$ cat src/hdl/ppmp_pkg.sv
// Package for the PPM stream parser: parse phases, state and result structs,
// character and code constants, and small byte classifiers.
// No dependencies; used by ppmp_step and ppm_image_stream_parser.
package ppmp_pkg;

  typedef enum logic [3:0] {
    PH_MAGIC0     = 4'd0,
    PH_MAGIC1     = 4'd1,
    PH_MAGIC_TAIL = 4'd2,
    PH_GAP_W      = 4'd3,
    PH_TOK_W      = 4'd4,
    PH_GAP_H      = 4'd5,
    PH_TOK_H      = 4'd6,
    PH_GAP_M      = 4'd7,
    PH_TOK_M      = 4'd8,
    PH_RAW        = 4'd9,
    PH_GAP_PIX    = 4'd10,
    PH_TOK_PIX    = 4'd11,
    PH_DRAIN      = 4'd12
  } phase_t;

  // result kinds
  localparam logic [1:0] KIND_HEADER = 2'd0;
  localparam logic [1:0] KIND_PIXEL  = 2'd1;
  localparam logic [1:0] KIND_ERROR  = 2'd2;

  // error codes
  localparam logic [2:0] ERR_NONE       = 3'd0;
  localparam logic [2:0] ERR_MAGIC      = 3'd1;
  localparam logic [2:0] ERR_NEG_WIDTH  = 3'd2;
  localparam logic [2:0] ERR_NEG_HEIGHT = 3'd3;
  localparam logic [2:0] ERR_MAXVAL     = 3'd4;
  localparam logic [2:0] ERR_TRUNCATED  = 3'd5;

  // characters
  localparam logic [7:0] CH_P     = 8'h50;
  localparam logic [7:0] CH_3     = 8'h33;
  localparam logic [7:0] CH_6     = 8'h36;
  localparam logic [7:0] CH_HASH  = 8'h23;
  localparam logic [7:0] CH_LF    = 8'h0A;
  localparam logic [7:0] CH_MINUS = 8'h2D;
  localparam logic [7:0] CH_PLUS  = 8'h2B;
  localparam logic [7:0] CH_0     = 8'h30;
  localparam logic [7:0] CH_9     = 8'h39;
  localparam logic [7:0] CH_SP    = 8'h20;
  localparam logic [7:0] CH_TAB   = 8'h09;
  localparam logic [7:0] CH_CR    = 8'h0D;

  localparam logic [15:0] TOKEN_SAT = 16'hFFFF;

  typedef struct packed {
    phase_t      phase;
    logic [15:0] accum;
    logic        neg;
    logic        digits_done;
    logic        in_comment;
    logic        fmt_bin;
    logic [15:0] width;
    logic [15:0] height;
    logic [31:0] pix_left;
    logic [1:0]  chan;
    logic [7:0]  held_r;
    logic [7:0]  held_g;
  } st_t;

  typedef struct packed {
    logic [1:0]  kind;
    logic [2:0]  err;
    logic        bin;
    logic [15:0] width;
    logic [15:0] height;
    logic [7:0]  red;
    logic [7:0]  green;
    logic [7:0]  blue;
    logic        done;
  } res_t;

  function automatic logic is_ws(input logic [7:0] b);
    return b inside {CH_SP, [CH_TAB:CH_CR]};
  endfunction

  function automatic logic is_digit(input logic [7:0] b);
    return b inside {[CH_0:CH_9]};
  endfunction

endpackage

$ cat src/hdl/ppm_image_stream_parser.sv
// Top level of the PPM (P3/P6) byte stream parser: handshakes, parser state
// register, config register and result register. Depends on ppmp_pkg, ppmp_step.
//
// A result is registered and presented on out_tvalid in the cycle after its byte transfer.
// Throughput: one byte per cycle unless out_tready stalls a pending result; the result
// register refills in the cycle it drains. Reset (rst_n low, synchronous): parser back
// to the first magic byte, required maxval 255, no result pending.
module ppm_image_stream_parser #(
  parameter int MAX_DIM = 65535
) (
  input  logic        clk,
  input  logic        rst_n,
  // config write
  input  logic        cfg_valid,
  output logic        cfg_ready,
  input  logic [7:0]  cfg_data,     // required_maxval
  // byte input
  input  logic        in_tvalid,
  output logic        in_tready,
  input  logic [7:0]  in_tdata,     // [7:0] data_byte
  input  logic        in_tlast,     // last_byte
  // results
  output logic        out_tvalid,
  input  logic        out_tready,
  output logic [63:0] out_tdata,    // [2:0] fault_code, [3] is_binary, [19:4] image_width,
                                    // [35:20] image_height, [43:36] red, [51:44] green,
                                    // [59:52] blue, [63:60] zero
  output logic [1:0]  out_tuser,    // kind
  output logic        out_tlast     // image_done
);
  import ppmp_pkg::*;

  st_t        st_r;
  st_t        st_nxt;
  res_t       res_r;
  res_t       res_nxt;
  logic       res_vld_nxt;
  logic       out_valid_r;
  logic [7:0] req_maxval_r;
  logic       in_xfer;

  ppmp_step #(.MAX_DIM(MAX_DIM)) u_step (
    .st_i         (st_r),
    .byte_i       (in_tdata),
    .last_i       (in_tlast),
    .req_maxval_i (req_maxval_r),
    .st_o         (st_nxt),
    .vld_o        (res_vld_nxt),
    .res_o        (res_nxt)
  );

  assign cfg_ready = 1'b1;
  assign in_tready = !out_valid_r || out_tready;
  assign in_xfer   = in_tvalid && in_tready;

  always_ff @(posedge clk) begin
    if (!rst_n) begin
      st_r         <= '0;
      out_valid_r  <= 1'b0;
      req_maxval_r <= 8'd255;
    end else begin
      if (cfg_valid) req_maxval_r <= cfg_data;
      if (in_xfer) begin
        st_r        <= st_nxt;
        out_valid_r <= res_vld_nxt;
      end else if (out_tready) begin
        out_valid_r <= 1'b0;
      end
    end
  end

  always_ff @(posedge clk) begin
    if (in_xfer && res_vld_nxt) res_r <= res_nxt;
  end

  assign out_tvalid = out_valid_r;
  assign out_tuser  = res_r.kind;
  assign out_tlast  = res_r.done;
  assign out_tdata  = {4'd0, res_r.blue, res_r.green, res_r.red, res_r.height,
                       res_r.width, res_r.bin, res_r.err};

endmodule

$ cat src/hdl/ppmp_step.sv
// Combinational next-state and result logic for one file byte of the parser.
// Depends on ppmp_pkg.
module ppmp_step #(
  parameter int MAX_DIM = 65535
) (
  input  ppmp_pkg::st_t  st_i,
  input  logic [7:0]     byte_i,
  input  logic           last_i,
  input  logic [7:0]     req_maxval_i,
  output ppmp_pkg::st_t  st_o,
  output logic           vld_o,
  output ppmp_pkg::res_t res_o
);
  import ppmp_pkg::*;

  localparam logic [15:0] MAX_DIM_W = 16'(MAX_DIM);

  typedef struct packed {
    st_t  st;
    logic vld;
    res_t res;
  } step_t;

  function automatic step_t put_error(input step_t x, input logic [2:0] code);
    step_t y;
    y = x;
    y.st.phase = PH_DRAIN;
    y.vld      = 1'b1;
    y.res      = '0;
    y.res.kind = KIND_ERROR;
    y.res.err  = code;
    y.res.bin  = x.st.fmt_bin;
    return y;
  endfunction

  function automatic step_t take_chan(input step_t x, input logic [7:0] v);
    step_t       y;
    logic [31:0] left;
    y = x;
    if (x.st.chan == 2'd0) begin
      y.st.held_r = v;
      y.st.chan   = 2'd1;
    end else if (x.st.chan == 2'd1) begin
      y.st.held_g = v;
      y.st.chan   = 2'd2;
    end else begin
      left = (x.st.pix_left != 32'd0) ? x.st.pix_left - 32'd1 : 32'd0;
      y.st.chan     = 2'd0;
      y.st.pix_left = left;
      if (left == 32'd0) y.st.phase = PH_DRAIN;
      y.vld       = 1'b1;
      y.res       = '0;
      y.res.kind  = KIND_PIXEL;
      y.res.bin   = x.st.fmt_bin;
      y.res.red   = x.st.held_r;
      y.res.green = x.st.held_g;
      y.res.blue  = v;
      y.res.done  = (left == 32'd0);
    end
    return y;
  endfunction

  function automatic logic [15:0] clamp_dim(input logic [15:0] v);
    return (v > MAX_DIM_W) ? MAX_DIM_W : v;
  endfunction

  function automatic step_t finish_tok(input step_t x, input logic [7:0] req);
    step_t       y;
    logic [15:0] mag;
    logic        neg;
    logic [7:0]  v;
    y   = x;
    mag = x.st.accum;
    neg = x.st.neg && (mag != 16'd0);
    v   = neg ? (8'd0 - mag[7:0]) : mag[7:0];
    y.st.accum       = '0;
    y.st.neg         = 1'b0;
    y.st.digits_done = 1'b0;
    case (x.st.phase)
      PH_TOK_W: begin
        if (neg) begin
          y = put_error(y, ERR_NEG_WIDTH);
        end else begin
          y.st.width = clamp_dim(mag);
          y.st.phase = PH_GAP_H;
        end
      end
      PH_TOK_H: begin
        if (neg) begin
          y = put_error(y, ERR_NEG_HEIGHT);
        end else begin
          y.st.height = clamp_dim(mag);
          y.st.phase  = PH_GAP_M;
        end
      end
      PH_TOK_M: begin
        if (neg || mag != {8'd0, req}) begin
          y = put_error(y, ERR_MAXVAL);
        end else begin
          y.st.pix_left = {16'd0, x.st.width} * {16'd0, x.st.height};
          y.st.chan     = 2'd0;
          y.vld         = 1'b1;
          y.res         = '0;
          y.res.kind    = KIND_HEADER;
          y.res.bin     = x.st.fmt_bin;
          y.res.width   = x.st.width;
          y.res.height  = x.st.height;
          // empty image: product is zero exactly when one side is zero
          if (x.st.width == 16'd0 || x.st.height == 16'd0) begin
            y.st.phase = PH_DRAIN;
            y.res.done = 1'b1;
          end else begin
            y.st.phase = x.st.fmt_bin ? PH_RAW : PH_GAP_PIX;
          end
        end
      end
      default: begin
        y.st.phase = PH_GAP_PIX;
        y = take_chan(y, v);
      end
    endcase
    return y;
  endfunction

  function automatic phase_t tok_of(input phase_t p);
    case (p)
      PH_GAP_W: return PH_TOK_W;
      PH_GAP_H: return PH_TOK_H;
      PH_GAP_M: return PH_TOK_M;
      default:  return PH_TOK_PIX;
    endcase
  endfunction

  step_t s;
  step_t t;
  logic  is_tok;
  logic  [19:0] acc10;

  always_comb begin
    s     = '0;
    s.st  = st_i;
    acc10 = {1'b0, st_i.accum, 3'b000} + {3'b000, st_i.accum, 1'b0} +
            {16'd0, byte_i[3:0]};
    case (st_i.phase)
      PH_MAGIC0: begin
        if (byte_i != CH_P) s = put_error(s, ERR_MAGIC);
        else s.st.phase = PH_MAGIC1;
      end
      PH_MAGIC1: begin
        if (byte_i == CH_3 || byte_i == CH_6) begin
          s.st.fmt_bin = (byte_i == CH_6);
          s.st.phase   = PH_MAGIC_TAIL;
        end else begin
          s = put_error(s, ERR_MAGIC);
        end
      end
      PH_MAGIC_TAIL: begin
        if (is_ws(byte_i)) s.st.phase = PH_GAP_W;
      end
      PH_GAP_W, PH_GAP_H, PH_GAP_M, PH_GAP_PIX: begin
        if (st_i.in_comment) begin
          if (byte_i == CH_LF) s.st.in_comment = 1'b0;
        end else if (is_ws(byte_i)) begin
          s.st.in_comment = 1'b0;
        end else if (byte_i == CH_HASH) begin
          s.st.in_comment = 1'b1;
        end else begin
          s.st.phase       = tok_of(st_i.phase);
          s.st.accum       = '0;
          s.st.neg         = (byte_i == CH_MINUS);
          s.st.digits_done = 1'b0;
          if (is_digit(byte_i)) begin
            s.st.accum = {12'd0, byte_i[3:0]};
          end else if (byte_i != CH_MINUS && byte_i != CH_PLUS) begin
            s.st.digits_done = 1'b1;
          end
        end
      end
      PH_TOK_W, PH_TOK_H, PH_TOK_M, PH_TOK_PIX: begin
        if (is_ws(byte_i)) begin
          s = finish_tok(s, req_maxval_i);
        end else if (!st_i.digits_done && is_digit(byte_i)) begin
          s.st.accum = (acc10 > {4'd0, TOKEN_SAT}) ? TOKEN_SAT : acc10[15:0];
        end else begin
          s.st.digits_done = 1'b1;
        end
      end
      PH_RAW: s = take_chan(s, byte_i);
      default: s.st.phase = PH_DRAIN;
    endcase

    // end of file: close an open token, flag truncation, restart
    t      = s;
    is_tok = (s.st.phase == PH_TOK_W) || (s.st.phase == PH_TOK_H) ||
             (s.st.phase == PH_TOK_M) || (s.st.phase == PH_TOK_PIX);
    if (last_i) begin
      if (st_i.phase != PH_DRAIN) begin
        if (!s.vld && is_tok) t = finish_tok(s, req_maxval_i);
        if (!(t.vld && (t.res.kind == KIND_ERROR || t.res.done))) begin
          t = put_error(t, ERR_TRUNCATED);
        end
      end
      t.st = '0;
    end
  end

  assign st_o  = t.st;
  assign vld_o = t.vld;
  assign res_o = t.res;

endmodule
$ cat config.mk
export PLATFORM = sky130hd
export DESIGN_NAME = ppm_image_stream_parser
export DESIGN_NICKNAME = d
export VERILOG_FILES = /design/src/hdl/ppmp_pkg.sv /design/src/hdl/ppm_image_stream_parser.sv /design/src/hdl/ppmp_step.sv
export SDC_FILE = /design/constraint.sdc
export NUM_CORES = 1
export LEC_CHECK = 0
export BUFFER_PORTS_ARGS = -buffer_cell sky130_fd_sc_hd__buf_2
export CORE_MARGIN = 2
export CORE_UTILIZATION = 25
export CTS_CLUSTER_DIAMETER = 80
export DETAILED_ROUTE_END_ITERATION = 8
export SLEW_MARGIN = 20
export SYNTH_ARGS = -nofsm -noshare
export SYNTH_HDL_FRONTEND = slang
export SYNTH_SLANG_ARGS = --single-unit
$ cat constraint.sdc
create_clock -name clk -period 9.6 [get_ports clk]
set_clock_uncertainty 0.05 [all_clocks]
set_input_delay 0.48 -clock clk [delete_from_list [all_inputs] [get_ports clk]]
set_output_delay 0.48 -clock clk [all_outputs]
set_load 0.005 [all_outputs]
==> results of run 1 <==
layer usage:
layer  routed length [µm]  vias up
met4                 3250        2
met3                 8860      226
met1                36000    10900
li1                     -     9959
met2                38000     1220
met5                    9        -
power breakdown:
part           leakage [nW]  switching [mW]  internal (mW)  total, mW
registers              1.56          0.0146          0.802      0.816
logic                  8.68           0.163         0.0614      0.224
clock network         0.306           0.418          0.363      0.781
critical path, cell delays in order (launching register included):
cell and delay, ps:
dfxtp_1 570, buf_4 290, nand2_1 110, fa_1 520, fa_1 510, inv_1 50
fa_1 600, fa_1 460, fa_1 510, inv_1 50, fa_1 480, inv_1 40
ha_1 390, nand2_1 130, o31ai_1 330, a41o_1 220, o41a_1 250, a31oi_1 130
or4_1 540, a31oi_1 210, o21ai_0 150, or3b_2 510, or4b_1 520, nor4_2 260
nand4_1 180, and2_1 190, and3_1 180, or4_4 500
metrics by stage:
stage	instances	cell area [µm²]
after floorplan	2872	22800
after global placement	3992	24400
after detailed placement	3992	24400
after CTS	4024	25000
after global routing	4024	25100
final	4025	25100
flip-flops by register name, summed over array words and instances (netlist names):
signal        count
st_r            106
out_tvalid        1
out_tuser         2
out_tlast         1
out_tdata        60
req_maxval_r      8
how the worst max path moves through the flow:
stage,startpoint,end,cells past startpoint
2_1_floorplan,st_r[57],out_tdata[0],31
3_3_place_gp,st_r[74],out_tdata[55],27
3_5_place_dp,st_r[74],out_tdata[55],27
4_1_cts,st_r[74],out_tdata[55],27
5_1_grt,st_r[69],out_tdata[0],28
6_report,st_r[57],out_tdata[0],27
cell families (layout without fill, tap and decap cells):
| family | Yosys count | after routing |
|---|---|---|
| AND/OR/NAND/NOR | 1071 | 1071 |
| AO/OA/AOI/OAI | 706 | 706 |
| buffers and inverters | 494 | 470 |
| adder cells (fa/ha/maj) | 335 | 335 |
| flip-flops | 178 | 178 |
| XOR/XNOR | 66 | 66 |
| multiplexers | 17 | 17 |
| other | 2 | 6 |
cells in the final DEF (no fill, tap or decap), types with 45 or more instances in the layout:
cell	Yosys	routed
buf_4	8	68
o21ai_0	119	119
a21oi_1	162	162
a22oi_1	96	95
and2_1	133	133
nand2_1	299	298
inv_1	282	281
ha_1	139	139
dfxtp_1	115	105
nor2_1	254	253
buf_2	12	86
nand3_1	49	49
edfxtp_1	63	63
fa_1	196	196
nor2b_1	46	45
nor3_1	59	58
layout make-up:
cell class	instances	area, µm²
inverter	283	1060
antenna	1	2.50
tap	1176	1470
clock buffer	17	425
multi-input combinational	2200	16700
sequential	178	4210
clock inverter	15	211
timing repair buffer	155	961
fill	9734	65100
what timing repair did:
action,4_1_cts,5_1_grt
buffers inserted,0,0
resized for setup,0,12
setup endpoints to repair,0,49
==> impl_metrics.json, run 1 <==
{
  "status": "complete, no violations",
  "crit_path_max_fanout": 10,
  "dieArea_mm2": 0.0935,
  "yosys-top-cells-area": "fa_1 17%, dfxtp_1 10%, edfxtp_1 8.3%, ha_1 7.6%, nand2_1 4.9%",
  "grt_max_degree": 66,
  "ys_types": 103,
  "r2r_cells": 27,
  "final_util_pct": 27.8,
  "die_y_um": 306,
  "core_area_mm2": 0.0901,
  "root_buffer": "clkbuf_16",
  "rsz0062_at_grt": "false",
  "tightest_slew_ps": 1080,
  "io_pins": 92,
  "fp-row-count": 110,
  "ys_ff_latch": 178,
  "grt_pass1_vias": 21400,
  "antenna_found_initial": 2,
  "whs_ps": 128,
  "startpoint_type": "register",
  "met2_usage_pct": 27.8,
  "ir_drop_uv": 162,
  "min_to": "req_maxval_r[2]",
  "p_per_area_mw_per_mm2": 72.7,
  "r2r_start": "st_r[57]",
  "antenna_left": 0,
  "async_flop_share_pct": 0,
  "synth_fa_ha_area_share_pct": 24.9,
  "yosys.area_share.simple_pct": 24.0,
  "r2r-end": "out_tdata[0]",
  "cts_max_level": 4,
  "gp_congestion": 1.01,
  "endpoint_kind": "register",
  "power_mw": 1.82,
  "clkLatencyLatePin_ps": 530,
  "synthMuxAreaShare_pct": 0.752,
  "crit_arrival_ps": 9410,
  "seq_area_frac_synth_pct": 18.4,
  "use_met1_pct": 24.4,
  "fin_ws_ps": 399,
  "cts_buffers": 17,
  "overflow": 0,
  "synth_largest_area_cell": "fa_1",
  "grt.busiest_layer": "met2",
  "first_iter_violations": 2791,
  "reg2reg_slack_ps": 400,
  "synth_top_family_by_area": "adder cells",
  "fmax_ghz": 0.109,
  "cts_hold_buf": 0,
  "finalWirelength_um": 86100,
  "fin_crit_sh_pct": 95.8,
  "ys_warn_count": 0,
  "place_ws_ps": 263,
  "clk_pin_slew_ps": 80,
  "cts_num_sinks": 178,
  "drc_errors": 0,
  "start_util_pct": 25.3,
  "final_nets": 3192,
  "period_minus_slack_ps": 9200,
  "min_path_cells": 3,
  "synth-xor-area-share_pct": 2.54,
  "syn_avg_cell_area_um2": 7.94,
  "final.setup.tns_ps": 0,
  "synth_ff_type": "dfxtp_1",
  "slew_headroom_pct": 27.5,
  "maxCapViolCount": 0,
  "setup_viol": 0,
  "grt.total_usage_pct": 18.2,
  "fp.dieW_um": 306,
  "io_buffers": 86,
  "yosysMostFrequentCell": "nand2_1",
  "synth_top_area_share_pct": 17.2,
  "syn_area_mm2": 0.0228,
  "holdCritPathClass": "in -> reg",
  "worstHoldStart": "cfg_data[2]",
  "synth_compound_area_share_pct": 21.0,
  "grtUsageMet3_pct": 4.28,
  "hold_viol": 0,
  "hpwlAfterDp_um": 64600,
  "syn_to_final_growth_pct": 9.98,
  "cts_tree": "done",
  "wire_per_inst_um": 21.4,
  "final_layout_size_suffix_gt1_share_pct": 9.20,
  "synth_common_cells": "299 x nand2_1, 282 x inv_1, 254 x nor2_1, 196 x fa_1, 182 x clkbuf_1",
  "p_leak_nw": 10.5,
  "netlist_instances": 2869,
  "clock_tree.buffer_depth": 2,
  "grt_pass1_wl_um": 132000,
  "drv_slew": 0,
  "critPathKind": "reg -> reg",
  "via_per_inst": 5.54,
  "cp_data_required_time_ps": 9810,
  "synth_edf_count": 63,
  "vias": 22300,
  "first_pass_iters": 9
}
No activity file was read; power rests on OpenSTA's default activity.
==> run 2, diff against run 1 <==
==> constraint.sdc (replaced) <==
create_clock -name clk -period 11.6 [get_ports clk]
set_clock_uncertainty 0.05 [all_clocks]
set_input_delay 0.58 -clock clk [delete_from_list [all_inputs] [get_ports clk]]
set_output_delay 0.58 -clock clk [all_outputs]
set_load 0.005 [all_outputs]
==> run 2 against run 1 <==
Net effect: clock-buffer cell count unchanged; cell count decreased by 0.50%; non-clock buffer count decreased by 19; highest routed layer unchanged; final area decreased by 0.77%; total power decreased by 17%; critical path type unchanged; first-iteration DRC count decreased by 16%; wire length decreased by 1.7%.
==> impl_metrics.json, run 2 (synthesized netlist as in run 1, its figures left out) <==
{
  "grt_pass1_wl_um": 131000,
  "dpl-instance-area_mm2": 0.0242,
  "cts_num_sinks": 178,
  "tightest_slew_ps": 1240,
  "slew_headroom_pct": 16.0,
  "rsz0062_at_grt": "false",
  "fp-row-count": 110,
  "crit_buf_inv": 5,
  "wire_per_inst_um": 21.1,
  "cts_resized": 0,
  "grt_max_degree": 65,
  "gp_congestion": 0.988,
  "crit_arrival_ps": 10760,
  "final_layout_size_suffix_gt1_share_pct": 8.09,
  "via_per_inst": 5.51,
  "ir_drop_uv": 119,
  "cts_buffers": 17,
  "fin_area_mm2": 0.0249,
  "die_y_um": 306,
  "critPathKind": "reg -> reg",
  "root_buffer": "clkbuf_16",
  "clk_pin_slew_ps": 100,
  "cp_data_required_time_ps": 11830,
  "holdCritPathClass": "in -> reg",
  "final_nets": 3173,
  "layout_commonest_cell": "nand2_1",
  "first_iter_violations": 2333,
  "start_util_pct": 25.3,
  "maxCapViolCount": 0,
  "antenna_left": 0,
  "grt.total_usage_pct": 17.9,
  "whs_ps": 225,
  "cts_tree": "done",
  "post_cts_buffers": 0,
  "top_register": "st_r",
  "setup_viol": 0,
  "core_area_mm2": 0.0901,
  "diodes": 0,
  "grt_pass1_vias": 21300,
  "startpoint_type": "register",
  "endpoint_kind": "register",
  "vias": 22100,
  "largest_reg_flops": 106,
  "fmax_ghz": 0.0950,
  "clkLatencyLatePin_ps": 540,
  "final.setup.tns_ps": 0,
  "crit_slowest_cell": "dfxtp_1",
  "syn_to_final_growth_pct": 9.13,
  "first_pass_iters": 6,
  "drc_errors": 0,
  "io_pins": 92,
  "io_buffers": 86,
  "cts_max_level": 4,
  "period_minus_slack_ps": 10530,
  "hold_viol": 0,
  "clock_tree.buffer_depth": 2,
  "reg2reg_slack_ps": 1070,
  "cp_common_cell": "fa_1",
  "p_leak_nw": 10.4,
  "cp_top_family": "simple AND/OR/NAND/NOR gates",
  "fin_crit_sh_pct": 90.8,
  "status": "complete, no violations",
  "dieArea_mm2": 0.0935,
  "finalWirelength_um": 84600,
  "drv_slew": 0,
  "p_per_area_mw_per_mm2": 60.7,
  "final_cell_mix": "298 x nand2_1, 281 x inv_1, 253 x nor2_1",
  "cts_hold_buf": 0,
  "crit_path_max_incr_delay_ps": 880,
  "hpwlAfterDp_um": 63200,
  "antenna_found_initial": 2,
  "fp.dieW_um": 306,
  "crit_path_max_fanout": 26,
  "overflow": 0
}
-- run 2: changes by cell type in the layout (fill, tap and decap cells not counted), sizes merged --
cell / change
clkinv: +1
buf: -19
inv: -1
diode: -1
-- run 2: path summary, 6_finish.rpt --
kind / start / end / depth (start not counted)
setup / recovery: st_r[73] / out_tdata[0] / 27
setup reg to reg: st_r[73] / out_tdata[0] / 27
hold / removal: cfg_data[7] / req_maxval_r[7] / 3
hold reg to reg: st_r[9] / st_r[9] / 2
-- run 2: final cells by class --
type                    instances  area (µm²)
multi-input cells            2200       16700
clock buffers                  17         425
well taps                    1176        1470
inverters                     283        1060
clock inverters                15         211
fillers                      9748       65300
flip-flops and latches        178        4190
repair buffers                136         806
-- run 2: power breakdown --
part	leakage, nW	internal [mW]	switching (mW)
clock	0.305	0.300	0.349
combinational	8.56	0.0508	0.136
sequential	1.56	0.664	0.0103
total	10.4	1.01	0.496
-- run 2: per-layer routing --
metal | up-vias | wire length, µm | global-route usage [%]
met5 | - | 25 | 0
met4 | 4 | 3310 | 7.54
met3 | 218 | 8260 | 4.20
met2 | 1173 | 36700 | 27.1
met1 | 10800 | 36300 | 24.4
li1 | 9916 | - | -
-- run 2: through the flow --
stage / std cells / power (mW) / worst slack (ps) / util [%]
after floorplan: 2872 / 0.790 / 2700 / -
after global placement: 3973 / 0.870 / 1220 / 26.9
after detailed placement: 3973 / 0.869 / 1210 / 26.9
after CTS: 4005 / 1.52 / 1170 / 27.6
after global routing: 4005 / 1.56 / 607 / 27.6
final: 4005 / 1.51 / 1070 / 27.6
-- run 2: worst register-to-register path, cell delays in order, from the launching register on --
cell and delay (ps):
dfxtp_1 880, nand2_1 190, fa_1 580, inv_1 70, fa_1 510, inv_1 60
fa_1 540, inv_1 50, fa_1 470, fa_1 500, inv_1 50, fa_1 470
inv_1 40, ha_1 400, nand2_1 150, a2111oi_1 720, o41a_1 340, a31oi_1 140
or4_1 540, a31oi_1 210, o21ai_0 320, or3b_2 640, or4b_1 560, nor4_2 330
nand4_1 180, and2_1 190, and3_1 480, or4_4 640
